===== src/lwsm_div.sv =====
// ----------------------------------------------------------------------------
// lwsm_div
// Restoring divider, one quotient bit per cycle.
// ----------------------------------------------------------------------------
module lwsm_div #(
	parameter int DW = 32,
	parameter int VW = 9
) (
	input  logic          clk,
	input  logic          arst_n,
	input  logic          start,
	input  logic [DW-1:0] dividend,
	input  logic [VW-1:0] divisor,
	output logic          done,
	output logic [DW-1:0] quotient
);

	localparam int CW = $clog2(DW);

	logic          run_q;
	logic          done_q;
	logic [CW-1:0] cnt_q;
	logic [DW-1:0] quo_q;
	logic [VW-1:0] rem_q;
	logic [VW:0]   rem_sh;
	logic [VW:0]   rem_sub;
	logic          fits;

	// trial subtract of the shifted remainder
	assign rem_sh  = {rem_q, quo_q[DW-1]};
	assign rem_sub = rem_sh - {1'b0, divisor};
	assign fits    = rem_sh >= {1'b0, divisor};

	// iteration control
	always_ff @(posedge clk or negedge arst_n) begin
		if (!arst_n) begin
			run_q  <= 1'b0;
			done_q <= 1'b0;
			cnt_q  <= '0;
		end else begin
			done_q <= 1'b0;
			if (start) begin
				run_q <= 1'b1;
				cnt_q <= '0;
			end else if (run_q) begin
				cnt_q <= cnt_q + 1'b1;
				if (cnt_q == CW'(DW - 1)) begin
					run_q  <= 1'b0;
					done_q <= 1'b1;
				end
			end
		end
	end

	// datapath
	always_ff @(posedge clk) begin
		if (start) begin
			quo_q <= dividend;
			rem_q <= '0;
		end else if (run_q) begin
			quo_q <= {quo_q[DW-2:0], fits};
			rem_q <= fits ? rem_sub[VW-1:0] : rem_sh[VW-1:0];
		end
	end

	assign done     = done_q;
	assign quotient = quo_q;

endmodule


===== config.mk =====
export PLATFORM = sky130hd
export DESIGN_NAME = lwsm_div
export DESIGN_NICKNAME = d
export VERILOG_FILES = /design/src/lwsm_div.sv
export SDC_FILE = /design/constraint.sdc
export NUM_CORES = 1
export LEC_CHECK = 0
export ABC_AREA = 0
export BUFFER_PORTS_ARGS = -buffer_cell sky130_fd_sc_hd__buf_4
export CAP_MARGIN = 20
export CORE_UTILIZATION = 40
export CTS_CLUSTER_SIZE = 8
export DETAILED_ROUTE_END_ITERATION = 8
export PLACE_DENSITY = 0.77
export SLEW_MARGIN = 20
export SYNTH_ARGS = -nofsm -noshare
export SYNTH_HDL_FRONTEND = slang
export SYNTH_SLANG_ARGS = --single-unit

===== constraint.sdc =====
create_clock -name clk -period 2.9 [get_ports clk]
set_input_delay 0.145 -clock clk [delete_from_list [all_inputs] [get_ports clk]]
set_output_delay 0.145 -clock clk [all_outputs]
set_load 0.02 [all_outputs]

After elaboration in Yosys (flattened, before gate mapping)
Index checks and enable logic that the tools add are counted.
{"block": "totals", "register_bits": 48, "inputBits": 44, "out_inout_bits": 33, "elab_cells": 21}
{"block": "classes", "add_sub_neg": 2, "magnitude_cmp": 1, "n_eq_ne": 1, "muxes": 11, "n_reduce_logical": 1}
{"cell": "$mux 32", "n": 2}
{"cell": "$ge 10x9->1", "n": 1}
{"cell": "$mux 5", "n": 2}
{"cell": "$mux 9", "n": 1}
{"cell": "$sub 9x9->9", "n": 1}
{"cell": "$mux 1", "n": 6}
{"cell": "$add 5x1->5 const B", "n": 1}
{"cell": "$eq 5x5->1 const B", "n": 1}
{"cell": "$reduce_bool 2->1", "n": 1}

Longest topological paths before layout
{"block": "depth", "word_depth": 4, "mapped_depth": 10, "depth_no_buf": 9}

Least setup slack after synthesis
No wires, ideal clock.
{"block": "synth_timing", "kind": "register to register", "start": "register quo_q[31] (netlist: quotient[31])", "end": "register rem_q[8]", "setup_ns": 0.127, "arrival_ns": 2.328, "required_ns": 2.773, "slack_ns": 0.445, "stages_incl_launch_ff": 10, "path_buffers": 0, "period_less_slack_ns": 2.455, "cell_sequence": "edfxtp_1 > inv_1 > ha_1 > inv_1 > fa_1 > a211oi_4 > o21ai_2 > a211oi_4 > a2111oi_0 > or3_1"}
{"block": "synth_between", "elab_chain_len": 2, "word_cells_on_any_way": 3, "cone_classes": "add/sub (1); order compare (1); mux (1)"}
{"item": "from (decl)", "line": "23", "source": "logic [DW-1:0] quo_q;"}
{"item": "from (signal assigned)", "line": "58", "source": "quo_q <= dividend;"}
{"item": "from (signal assigned)", "line": "61", "source": "quo_q <= {quo_q[DW-2:0], fits};"}
{"item": "$sub 9x9->9 / $ge 10x9->1 (equally long branches)", "line": "31, 32"}
{"item": "$mux 9 (*)", "line": "62", "source": "rem_q <= fits ? rem_sub[VW-1:0] : rem_sh[VW-1:0];"}
{"item": "to (signal assigned)", "line": "62"}
{"item": "to (decl)", "line": "24", "source": "logic [VW-1:0] rem_q;"}
Every way passes the cells marked *; elsewhere a longest branch is shown, timed or not.
A chain may end at the register's enable or synchronous reset.

Worst setup path in the final report
Same ends and word-level chain as after synthesis.

==> results.json <==
{
  "outcome": "finished, final reports clean",
  "netlist.top_cell.by_area": "edfxtp_1",
  "drt-total-wl_mm": 5.270,
  "post_drt_wl_per_cell_um": 14.56,
  "wl_met3_um": 251,
  "clockBufferDepth": 2,
  "die_area_sq_um": 6772,
  "vias": 1852,
  "synth_area_sq_um": 2579,
  "yosys_warnings": 0,
  "grt_overflow_total": 0,
  "final_util_pct": 54.77,
  "numClockSinks": 48,
  "yosysTopAreaCellShare_pct": 37.26,
  "path_clk_slew_ns": 0.09,
  "port_buffers": 76,
  "final_common_cell": "buf_4",
  "cts_setup_buffers": 0,
  "cts_resized": 0,
  "synthCells": 209,
  "fin_nets": 342,
  "grt_pass1_vias": 1791,
  "synth_cell_type_count": 43,
  "vias_per_cell": 5.116,
  "htreeDepth": 2,
  "ys.flop_type": "edfxtp_1",
  "rsz0062_at_grt": "no",
  "numCtsBuffers": 5,
  "ctsRootBufferMaster": "clkbuf_8",
  "place.gp.congestion": 0.8320,
  "worst_pin_slew_ns": 0.3477,
  "synth_area_leaders": "edfxtp_1 (37%), mux2_1 (14%), dfxtp_1 (7.0%)",
  "start_util_pct": 42.55,
  "core-area_sq_um": 6061,
  "maxSlewViolCount": 0,
  "die_w_um": 82.29,
  "async_reset_ff_share_pct": 14.58,
  "slew_headroom_pct": 76.22,
  "drt-initial-drc-count": 76,
  "yosys_register_bits": 48,
  "synth_edf_count": 32,
  "grt_first_pass_wirelength_mm": 8.487,
  "io_pins": 77,
  "ant_nets": 0,
  "synth_area_per_cell_sq_um": 12.34,
  "layout-drive-gt1-share_pct": 32.40,
  "max_freq_mhz": 400.7,
  "dieHeight_um": 82.29,
  "hold_violations": 0,
  "wl_met1_mm": 2.306,
  "dr.pass1.iters": 4,
  "skew_ns": 0.006815,
  "ir_worst_vdd_mv": 0.3769,
  "p_per_area_nw_per_um2": 697.0,
  "hold_ws_ns": 0.1317,
  "wl_met2_mm": 2.684,
  "r2r_slack_ns": 0.40,
  "diodes": 0,
  "rows": 28,
  "post-route-min-period_ns": 2.496,
  "required_ns": 3.07,
  "synth_nets": 265,
  "cp-end-kind": "flop",
  "area_delta_synth_final_pct": 28.72,
  "grt_start_max_net_pins": 28,
  "hold_depth": 2,
  "grt_antenna_before_repair": 0,
  "worstPathMaxFanout": 4,
  "grtUsageTotal_pct": 16.83,
  "setup_viol": 0,
  "cap_viol_max_count": 0,
  "critPathKind": "reg2reg",
  "period_share_pct": 86.05,
  "topRoutingLayerUsed": "met4",
  "clk_latency_ns": 0.29,
  "yosysSeqAreaShare_pct": 51.04,
  "drc_errors": 0,
  "power_leakage_nw": 1.508,
  "arrival_ns": 2.67,
  "setup_tns_ns": 0,
  "dp_hpwl_mm": 4.024,
  "cts_tree": "built",
  "cp-start-kind": "flop",
  "hp-class": "in2reg",
  "r2r_cells": 9,
  "layout_common_cells": "buf_4 (81), edfxtp_1 (32), mux2_1 (31)"
}
[path summary, 6_finish.rpt]
check,to,start
setup / recovery,rem_q[8],quotient[31]
hold / removal,quotient[11],dividend[11]
setup reg to reg,rem_q[8],quotient[31]
hold reg to reg,rem_q[1],rem_q[1]
max in group asynchronous,run_q,arst_n
min in group asynchronous,cnt_q[1],arst_n
[Yosys cell counts (2+ instances only)]
cell	number
edfxtp_1	32
mux2_1	31
nor2_1	18
inv_1	13
ha_1	11
dfxtp_1	9
mux2i_1	9
nand2_1	8
dfrtp_1	7
a211oi_1	5
clkbuf_1	5
xor2_1	5
a21oi_1	4
a311oi_1	4
buf_1	4
nand2b_1	3
nand3_1	3
nand3b_1	3
o211ai_1	3
a211o_1	2
a211oi_4	2
a21o_1	2
buf_2	2
nand4b_1	2
nor2b_1	2
or2_1	2
xnor2_1	2
[final cells by class]
type / instances / area (sq um)
sequential: 48 / 1316
multi-input combinational: 136 / 1159
clock inverter: 2 / 11.26
inverter: 13 / 48.80
timing repair buffer: 82 / 618.1
clock buffer: 6 / 72.57
fill: 542 / 2741
tap: 75 / 93.84
[through the flow]
step | instances | total power, mW | setup slack, ns | cell area, sq um
after global placement | 353 | 1.913 | 0.5230 | 3226
after floorplan | 209 | 1.662 | 0.4451 | 2579
final | 362 | 2.314 | 0.4044 | 3319
after CTS | 362 | 2.330 | 0.3940 | 3319
after global routing | 362 | 2.468 | 0.2334 | 3319
after detailed placement | 353 | 1.937 | 0.3986 | 3226
[worst max-delay path: stages (launching register included)]
cell and delay (ns):
edfxtp_1 0.41, inv_1 0.07, ha_1 0.14, inv_1 0.05, fa_1 0.44, a211oi_4 0.27, o21ai_2 0.14, a211oi_4 0.33
a2111oi_0 0.12, or3_1 0.39
[registers in the layout (all words and copies together) (netlist names)]
| register | count |
|---|---|
| done | 1 |
| run_q | 1 |
| cnt_q | 5 |
| quotient | 32 |
| rem_q | 9 |
[what timing repair did]
| action | 4_1_cts | 5_1_grt |
|---|---|---|
| hold endpoints to repair | 7 | 0 |
| setup endpoints to repair | 0 | 0 |
| hold buffers | 1 | 0 |
[cells by family after synthesis]
family / Yosys count / synth area share, %
AOI/OAI and AO/OA: 29 / 9.559
xor gates and xnor gates: 7 / 2.378
adders and majority gates: 12 / 6.113
buffers and inverters: 25 / 4.027
DFF: 48 / 51.04
muxes: 40 / 17.03
and+or+nand+nor: 48 / 9.850
[routing by layer]
layer	global-route usage [%]	up-vias
li1	-	915
met1	21.51	888
met2	28.68	47
met3	3.736	2
met4	4.386	0
met5	0	-
[report_power, final]
group | total, mW | internal [mW] | switching (mW)
combinational | 0.986 | 0.474 | 0.512
sequential | 0.943 | 0.859 | 0.0842
clock | 0.385 | 0.170 | 0.215
(Power assumes the default switching activity.)
