==> config.mk <==
export PLATFORM = sky130hd
export DESIGN_NAME = lwsm_cell
export DESIGN_NICKNAME = d
export VERILOG_FILES = /design/src/lwsm_pkg.sv /design/src/lwsm_cell.sv
export SDC_FILE = /design/constraint.sdc
export NUM_CORES = 1
export LEC_CHECK = 0
export BUFFER_PORTS_ARGS = -buffer_cell sky130_fd_sc_hd__buf_4
export CELL_PAD_IN_SITES_DETAIL_PLACEMENT = 0
export CELL_PAD_IN_SITES_GLOBAL_PLACEMENT = 2
export CORE_MARGIN = 2
export CORE_UTILIZATION = 29
export DETAILED_ROUTE_END_ITERATION = 10
export HOLD_SLACK_MARGIN = 0.1
export PLACE_DENSITY_LB_ADDON = 0.1
export SLEW_MARGIN = 20
export SYNTH_ARGS = -nofsm -noshare
export SYNTH_HDL_FRONTEND = slang
export SYNTH_SLANG_ARGS = --single-unit
==> constraint.sdc <==
create_clock -name clk -period 4.58 [get_ports clk]
set_input_delay 0.916 -clock clk [delete_from_list [all_inputs] [get_ports clk]]
set_output_delay 0.916 -clock clk [all_outputs]
set_load 0.05 [all_outputs]
==> src/lwsm_pkg.sv <==
// ----------------------------------------------------------------------------
// lwsm_pkg
// Shared types and constants of the latency window statistics monitor.
// ----------------------------------------------------------------------------
package lwsm_pkg;

	localparam int LAT_W  = 24;
	localparam int CNT_W  = 32;
	localparam int BYTE_W = 48;
	localparam int CPU_W  = 7;
	localparam int MSG_W  = 24;
	localparam int CFG_W  = 48;
	localparam int IDX_W  = 2;

	// reciprocal of 100 for the percentile index, exact for products below 2^24
	localparam int RECIP_W     = 26;
	localparam int RECIP_SHIFT = 32;
	localparam logic [RECIP_W-1:0] RECIP_100 = 26'd42949673;
	localparam logic [6:0] PCT_95 = 7'd95;
	localparam logic [6:0] PCT_99 = 7'd99;

	typedef enum logic [2:0] {
		OP_CONNECT    = 3'd0,
		OP_DISCONNECT = 3'd1,
		OP_MSG_RECV   = 3'd2,
		OP_MSG_SENT   = 3'd3,
		OP_LATENCY    = 3'd4,
		OP_MEMORY     = 3'd5,
		OP_TICK       = 3'd6,
		OP_CLEAR      = 3'd7
	} op_t;

	typedef enum logic [IDX_W-1:0] {
		CFG_CONN_LIMIT = 2'd0,
		CFG_LAT_LIMIT  = 2'd1,
		CFG_MEM_LIMIT  = 2'd2,
		CFG_CPU_LIMIT  = 2'd3
	} cfg_idx_t;

	typedef enum logic [1:0] {
		ST_IDLE,
		ST_ROT,
		ST_SCAN,
		ST_DIV
	} state_t;

	typedef struct packed {
		op_t               operation;
		logic [MSG_W-1:0]  message_bytes;
		logic [LAT_W-1:0]  latency_us;
		logic [BYTE_W-1:0] memory_bytes;
		logic [CPU_W-1:0]  cpu_percent;
	} lwsm_in_t;

	typedef struct packed {
		logic [CNT_W-1:0]        active_count;
		logic [CNT_W-1:0]        peak_count;
		logic signed [CNT_W-1:0] connection_delta;
		logic [CNT_W-1:0]        received_msg_delta;
		logic [BYTE_W-1:0]       received_byte_delta;
		logic [CNT_W-1:0]        sent_msg_delta;
		logic [LAT_W-1:0]        latency_mean_us;
		logic [LAT_W-1:0]        latency_p95_us;
		logic [LAT_W-1:0]        latency_p99_us;
		logic [BYTE_W-1:0]       memory_now_bytes;
		logic [BYTE_W-1:0]       memory_peak_out;
		logic [3:0]              alert_mask;
	} lwsm_out_t;

	// per-cycle control broadcast along the cell row
	typedef struct packed {
		logic ring_en;
		logic srt_clr;
		logic srt_ins;
		logic srt_shift;
	} lwsm_cell_ctl_t;

endpackage

==> src/lwsm_cell.sv <==
// ----------------------------------------------------------------------------
// lwsm_cell
// One cell of the row: a window sample stage and an insertion sort stage.
// ----------------------------------------------------------------------------
module lwsm_cell (
	input  logic                         clk,
	input  logic                         arst_n,
	input  lwsm_pkg::lwsm_cell_ctl_t     ctl,
	input  logic [lwsm_pkg::LAT_W-1:0]   ring_in,
	input  logic [lwsm_pkg::LAT_W-1:0]   key_x,
	input  logic [lwsm_pkg::LAT_W-1:0]   prev_key,
	input  logic                         prev_cmp,
	input  logic                         prev_vld,
	input  logic [lwsm_pkg::LAT_W-1:0]   next_key,
	output logic [lwsm_pkg::LAT_W-1:0]   ring_q,
	output logic [lwsm_pkg::LAT_W-1:0]   key_q,
	output logic                         vld_q,
	output logic                         cmp
);

	// new key goes at or before this cell
	assign cmp = !vld_q || (key_x < key_q);

	// window sample stage
	always_ff @(posedge clk) begin
		if (ctl.ring_en) begin
			ring_q <= ring_in;
		end
	end

	// sorted key occupancy
	always_ff @(posedge clk or negedge arst_n) begin
		if (!arst_n) begin
			vld_q <= 1'b0;
		end else if (ctl.srt_clr) begin
			vld_q <= 1'b0;
		end else if (ctl.srt_ins && cmp) begin
			vld_q <= prev_cmp ? prev_vld : 1'b1;
		end
	end

	// sorted key: take the new key, the left key, or shift down on scan
	always_ff @(posedge clk) begin
		if (ctl.srt_ins && cmp) begin
			key_q <= prev_cmp ? prev_key : key_x;
		end else if (ctl.srt_shift) begin
			key_q <= next_key;
		end
	end

endmodule

## Word-level counts from Yosys, hierarchy flattened

Cells that the tools add are included.

- Add/sub/neg operators: 0
- Multiply operators: 0
- Divide/modulo/power cells: 0
- Magnitude comparators: 1
- Eq/ne operators: 0
- Shift-type cells: 0
- Muxes and demuxes: 6
- Bitwise logic cells: 0
- Reduce and logical (&&, ||, !) cells: 5

Operators by type and width:

| operator | count |
|---|---|
| 24-bit 2-to-1 mux | 3 |
| 24-bit < comparator | 1 |
| 2-bit nonzero test | 2 |
| 1-bit 2-to-1 mux | 3 |
| 1-bit logical AND | 1 |
| 1-bit logical NOT | 1 |
| 1-bit logical OR | 1 |

- Bits in registers: 49
- Bits in latches: 0
- RAM bits: 0
- ROM bits: 0
- Input bits: 104
- Output and inout bits: 50
- Word-level logic and storage cells: 15
- Memories: 0

## Logic depth before layout (Yosys ltp)

Gate-level depths: netlist (run 1).

- Word-level depth: 5
- Mapped depth: 9

## Worst setup path after synthesis (run 1)

No wires, ideal clock.

- Path type: input -> register
- From: in key_x[15] (netlist name)
- To: reg key_q[0] (netlist name), enable pin
- Setup time: 0.444 ns
- Arrival time: 3.992 ns
- Required time: 4.136 ns
- Slack: 0.144 ns
- Stages on the path: 6
- Path buffers: 0
- Path through: ha_1 a21oi_1 o21ai_1 a221oi_2 o21ai_1 o311ai_1

- Word-level cells in the longest chain between the ends: 4

RTL lines:

| element | RTL line | source |
|---|---|---|
| start, declared | lwsm_cell.sv:10 | `input logic [lwsm_pkg::LAT_W-1:0] key_x,` |
| 24-bit < comparator | lwsm_cell.sv:22 | `assign cmp = !vld_q \|\| (key_x < key_q);` |
| 1-bit logical OR | lwsm_cell.sv:22 |  |
| 1-bit logical AND | lwsm_cell.sv:44 | `if (ctl.srt_ins && cmp) begin` |
| 2-bit nonzero test (no source line) | -- |  |
| end signal, assigned | lwsm_cell.sv:45 | `key_q <= prev_cmp ? prev_key : key_x;` |
| end signal, assigned | lwsm_cell.sv:47 | `key_q <= next_key;` |
| end, declared | lwsm_cell.sv:16 | `output logic [lwsm_pkg::LAT_W-1:0] key_q,` |

Every way passes these cells.
A chain may end at the register's enable or synchronous reset.

## Worst setup path in the final report (run 1)

- From: in key_x[23] (netlist name)
- To: out cmp

- Word-level cells in the longest chain between the ends: 2

RTL lines:

| element | RTL line | source |
|---|---|---|
| 24-bit < comparator | lwsm_cell.sv:22 |  |
| 1-bit logical OR | lwsm_cell.sv:22 |  |
| end, declared | lwsm_cell.sv:18 | `output logic cmp` |

Every way passes these cells.

==> results of run 1 <==
==> kinds of logic after synthesis <==
group	synth area share
fa+ha+maj	0.0802
buf+inv	0.0732
simple gates	0.0809
flops	0.409
mux	0.0670
compound gates	0.290
==> cell type report <==
cell class                      instances  area share
Clock buffer                            5      0.0249
Inverter                               25      0.0187
Sequential cell                        49       0.292
Timing Repair Buffer                  161       0.241
Multi-Input combinational cell        237       0.377
Clock inverter                          3     0.00523
Tap cell                              168      0.0418
==> power breakdown <==
group          leakage (nW)  internal [W]  switching [W]  total (W)
sequential            0.491      0.000568      0.0000429   0.000611
clock                0.0680      0.000207       0.000187   0.000394
combinational          1.59      0.000266       0.000507   0.000773
==> per-stage QoR <==
stage	cell area, µm²	power [W]	util	instances
floorplan	3590	0.00113	-	342
global placement	4870	0.00140	0.404	640
detailed placement	4870	0.00140	0.404	640
CTS	5020	0.00179	0.416	648
global route	5020	0.00187	0.416	648
finish	5020	0.00178	0.416	648
==> worst max-delay path, delay by kind of cell <==
| kind | cells | cell delay (ns) |
|---|---|---|
| AOI/OAI and AO/OA | 3 | 0.59 |
| and+or+nand+nor | 2 | 0.46 |
| buffers and inverters | 2 | 0.39 |
| adders and majority gates | 1 | 0.36 |
==> sequential cells by signal, indices dropped and copies added (netlist names) <==
register,flops
vld_q,1
ring_q,24
key_q,24
==> per-layer routing <==
metal / part of all wire / vias to the layer above / GRT usage / routed length [µm]
met1: 0.43 / 1568 / 0.231 / 5100
met2: 0.48 / 134 / 0.299 / 5720
li1: - / 1623 / - / -
met3: 0.079 / 5 / 0.0416 / 932
met4: 0.0064 / 0 / 0.0329 / 76
met5: 0 / - / 0 / 0
==> final timing paths <==
check | to | slack, ns | depth (start not counted)
worst max-delay path | cmp | 0.95 | 8
min in group clk | vld_q | 0.75 | 2
worst max register to register | key_q[0] | 1.84 | 8
max in group asynchronous | vld_q | 4.12 | 1
worst min-delay path | vld_q | 0.37 | 1
worst min register to register | vld_q | 1.09 | 2
==> placed cells by master, fill, tap and decap left out, drive strengths merged, types with 2 or more instances in the layout <==
cell type  instances
buf              161
ha                23
inv               26
a21oi              8
mux2i             24
clkinvlp           2
o2bb2ai           24
nand2             29
o211ai            25
a211oi             2
edfxtp            48
nor3               5
a31oi             24
clkbuf             5
o21ai              7
o2111ai           24
nand4              3
nand2b             3
nor2              26
==> results.toml, run 1 <==
[critical_path]
rr_startpoint = "key_q[6]"
crit_top_cell = "buf_4"
crit_fanout = 3
cp_data_arrival_time_ns = 2.71
cp_cell_sequence = "buf_4 > ha_1 > nand4_1 > nor2_1 > o211ai_2 > o21ai_1 > o21ai_0 > buf_4"
cp.required_ns = 3.66
critPathKind = "in -> out"
worstSetupEndpointType = "output pin"
cp-startpoint = "key_x[23]"
cp-start-kind = "input port"
crit_slowest_cell = "ha_1"
slowest_delay_ns = 0.36

[power]
leakage_nw = 2.15
ir_worst_vdd_v = 0.000175
power_density_nw_per_um2 = 354

[drt]
dr.pass1.iters = 4
final_antenna_net_count = 0
route.detailed.drc = 0
via_per_inst = 5.14
wl_per_cell_um = 18.3
drt-initial-drc-count = 203
drt_wl_total_um = 11800
via_count = 3330

[timing]
worst_slack_ns = 0.951
finalSetupTns_ns = 0
period_share = 0.792
finClkSkew_ns = 0.00810
rsz0062_at_grt = "false"
worst_pin_slew_ns = 0.916
worst_hold_slack_ns = 0.374
period_minus_slack_ns = 3.63
finalSetupViolations = 0
slew_headroom = 0.390
finalHoldViolations = 0
final_max_slew_viol_count = 0
fmaxAchievable_ghz = 0.276

[die]
ioPinCount = 154
die_x_um = 115
rows = 40
start_util = 0.297
die-area_um2 = 13300
core_area_um2 = 12100
die_h_um = 115

[synthesis]
synth_most_common_cell = "edfxtp_1"
synthTopCellsByCount = "edfxtp_1 (48), nand2_1 (29), nor2_1 (26)"
ys_seq_area_frac = 0.409
synth_top_cell_area_share = 0.402
syn-num-nets = 469
ys_ff_latch = 49
synth_area_leader_cell = "edfxtp_1"
syn-cell-area_um2 = 3590
avgSynthCellArea_um2 = 10.5
netlist_instances = 342
synth-edff-count = 48
synth-async-reset-ratio = 0.0204
synth_cell_types = 35
ys_warn_count = 0
synthFlopType = "edfxtp_1"
ys_top_cells_by_area = "edfxtp_1 (40%), ha_1 (8.0%), o211ai_2 (7.3%)"

[clock_network]
cts_tree = "built"
path_clk_slew_ns = 0.08
cts.sink_count = 49
cts-htree-levels = 2
root_buffer = "clkbuf_16"
hold_buffers = 0
cts_setup_buffers = 0
clk_path_buf_depth = 2
post_cts_resized = 0
cts_made_buffers = 5
clk-insertion-delay-late_ns = 0.30

[grt]
gr-total-overflow = 0
grt_max_degree = 53
grt_pass1_wl_um = 18000
grt_usage = 0.176
grt_pass1_vias = 3291
antenna_found_initial = 0

[final_layout]
nFillCells = 1194
drive_gt1_frac = 0.413
diodes = 0
multi_input_area_um2 = 1890
area_delta_synth_final_pct = 40.0
regArea_um2 = 1470
final_nets = 606

[outcome]
status = "completed"

[place]
hpwl_um = 8260
pre_cts_slack_ns = 0.948
io_buffers = 153
place.gp.congestion = 0.732

[min_path]
min_path_type = "in -> async"

[job]
drv_cap = 0
Note: power is estimated with default switching activity, not from simulation.
==> run 2: changes to the inputs <==
--- a/config.mk
+++ b/config.mk
@@ -9,7 +9,7 @@
 export CELL_PAD_IN_SITES_DETAIL_PLACEMENT = 0
 export CELL_PAD_IN_SITES_GLOBAL_PLACEMENT = 2
 export CORE_MARGIN = 2
-export CORE_UTILIZATION = 29
+export CORE_UTILIZATION = 26
 export DETAILED_ROUTE_END_ITERATION = 10
 export HOLD_SLACK_MARGIN = 0.1
 export PLACE_DENSITY_LB_ADDON = 0.1
==> constraint.sdc (replaced) <==
create_clock -name clk -period 3.23 [get_ports clk]
set_input_delay 0.646 -clock clk [delete_from_list [all_inputs] [get_ports clk]]
set_output_delay 0.646 -clock clk [all_outputs]
set_load 0.05 [all_outputs]
==> run 2 against run 1 <==
  * Sequential share of layout area down 0.79 points
  * Clock power up 58%
  * Non-clock buffer count up 11
  * Final cell count up 2.9%
  * Register-to-register slack worse by 1.1 ns
  * Critical path type unchanged
  * Largest cell class unchanged
==> results.toml, run 2 (same netlist as run 1, synthesis figures left out) <==
[outcome]
status = "completed"

[grt]
grt_max_degree = 28
grt_pass1_vias = 3492
gr-total-overflow = 0
grt_pass1_wl_um = 19100
antenna_found_initial = 0
grt_usage = 0.170

[drt]
route.detailed.drc = 0
final_antenna_net_count = 0
drt_wl_total_um = 12300
dr.pass1.iters = 4
wl_per_cell_um = 18.4
via_count = 3419
via_per_inst = 5.13
drt-initial-drc-count = 96

[final_layout]
final_nets = 617
reg_top3 = "key_q x24, ring_q x24, vld_q x1"
diodes = 0
final_common_cell = "buf_4"
drive_gt1_frac = 0.424
multi_input_area_um2 = 1900
mostFrequentLayoutCells = "buf_4 (169), edfxtp_1 (48), nand2_1 (29)"
nFillCells = 1369
area_delta_synth_final_pct = 43.9
regArea_um2 = 1470

[critical_path]
r2r-end = "key_q[16]"
worstSetupEndpointType = "output pin"
r2r_cells = 9
cp_data_arrival_time_ns = 2.34
cp-start-kind = "input port"
cp-startpoint = "key_x[15]"
rrSetupSlack_ns = 0.70
critical_path.endpoint = "cmp"
cp.required_ns = 2.58
critPathKind = "in -> out"
rr_startpoint = "key_q[13]"
crit_fanout = 3

[timing]
slew_headroom = 0.666
finalHoldViolations = 0
fmaxAchievable_ghz = 0.335
rsz0062_at_grt = "false"
finalSetupTns_ns = 0
final_max_slew_viol_count = 0
period_minus_slack_ns = 2.99
period_share = 0.925
finClkSkew_ns = 0.0143
finalSetupViolations = 0
worst_pin_slew_ns = 0.501

[clock_network]
cts_setup_buffers = 0
clk-insertion-delay-late_ns = 0.31
cts_made_buffers = 5
path_clk_slew_ns = 0.08
cts.sink_count = 49
root_buffer = "clkbuf_16"
clk_path_buf_depth = 2
cts-htree-levels = 2
cts_tree = "built"
hold_buffers = 1
post_cts_resized = 0

[place]
io_buffers = 153
hpwl_um = 8860
place.gp.congestion = 0.725

[min_path]
min_path_cells = 2
min_path_type = "in -> reg"

[power]
power.switching_w = 0.00105
seq_power_share = 0.326
leakage_nw = 2.23
ir_worst_vdd_v = 0.000207
power_density_nw_per_um2 = 509
switching_share = 0.399
internal-power_w = 0.00158
power_w = 0.00263
clkPwrFrac = 0.237
p_comb_frac = 0.436

[job]
drv_cap = 0

[die]
core_area_um2 = 13300
die-area_um2 = 14800
die_h_um = 121
start_util = 0.269
ioPinCount = 154
die_x_um = 121
rows = 42
run 2: final cells by class:
class	count	share of cell area
clock buffer	5	0.0242
timing repair buffer	172	0.255
clock inverter	3	0.00800
sequential	49	0.284
tap	176	0.0427
multi-input combinational	237	0.367
inverter	25	0.0182
run 2: how the worst min path moves through the flow:
| stage | startpoint | end | slack, ns |
|---|---|---|---|
| final | ctl[2] | vld_q | 0.48 |
| after floorplan | arst_n | vld_q | 0.35 |
| after global routing | ctl[2] | vld_q | 0.47 |
| after CTS | ctl[2] | vld_q | 0.47 |
| after global placement | arst_n | vld_q | 0.43 |
| after detailed placement | arst_n | vld_q | 0.42 |
run 2: per-layer routing:
| layer | share of wire | global-route usage | routed length [µm] |
|---|---|---|---|
| met1 | 0.46 | 0.229 | 5630 |
| met3 | 0.075 | 0.0381 | 924 |
| met2 | 0.45 | 0.273 | 5580 |
| met5 | 0 | 0 | 0 |
| met4 | 0.012 | 0.0489 | 147 |
run 2: stage by stage:
step	std cells	area [µm²]	util	hold slack [ns]	worst slack, ns
finish	667	5160	0.387	0.480	0.241
CTS	667	5160	0.387	0.473	0.223
global placement	658	4990	0.374	0.425	0.260
global route	667	5160	0.387	0.473	0.101
floorplan	342	3610	-	0.350	0.123
detailed placement	658	4990	0.374	0.422	0.235
run 2: critical path, stage by stage:
cell and delay [ns]:
buf_4 0.11, ha_1 0.31, nand4_1 0.12, nor3_1 0.36
o211ai_2 0.16, o21ai_1 0.31, o21ai_2 0.11, buf_4 0.21
run 2: power by group through the flow:
stage | clock network (W) | registers, W | logic (W)
CTS | 0.000644 | 0.000861 | 0.00116
detailed placement | 0 | 0.000875 | 0.00115
floorplan | 0 | 0.00115 | 0.000463
global placement | 0 | 0.000872 | 0.00115
finish | 0.000623 | 0.000858 | 0.00115
global route | 0.000666 | 0.000870 | 0.00124
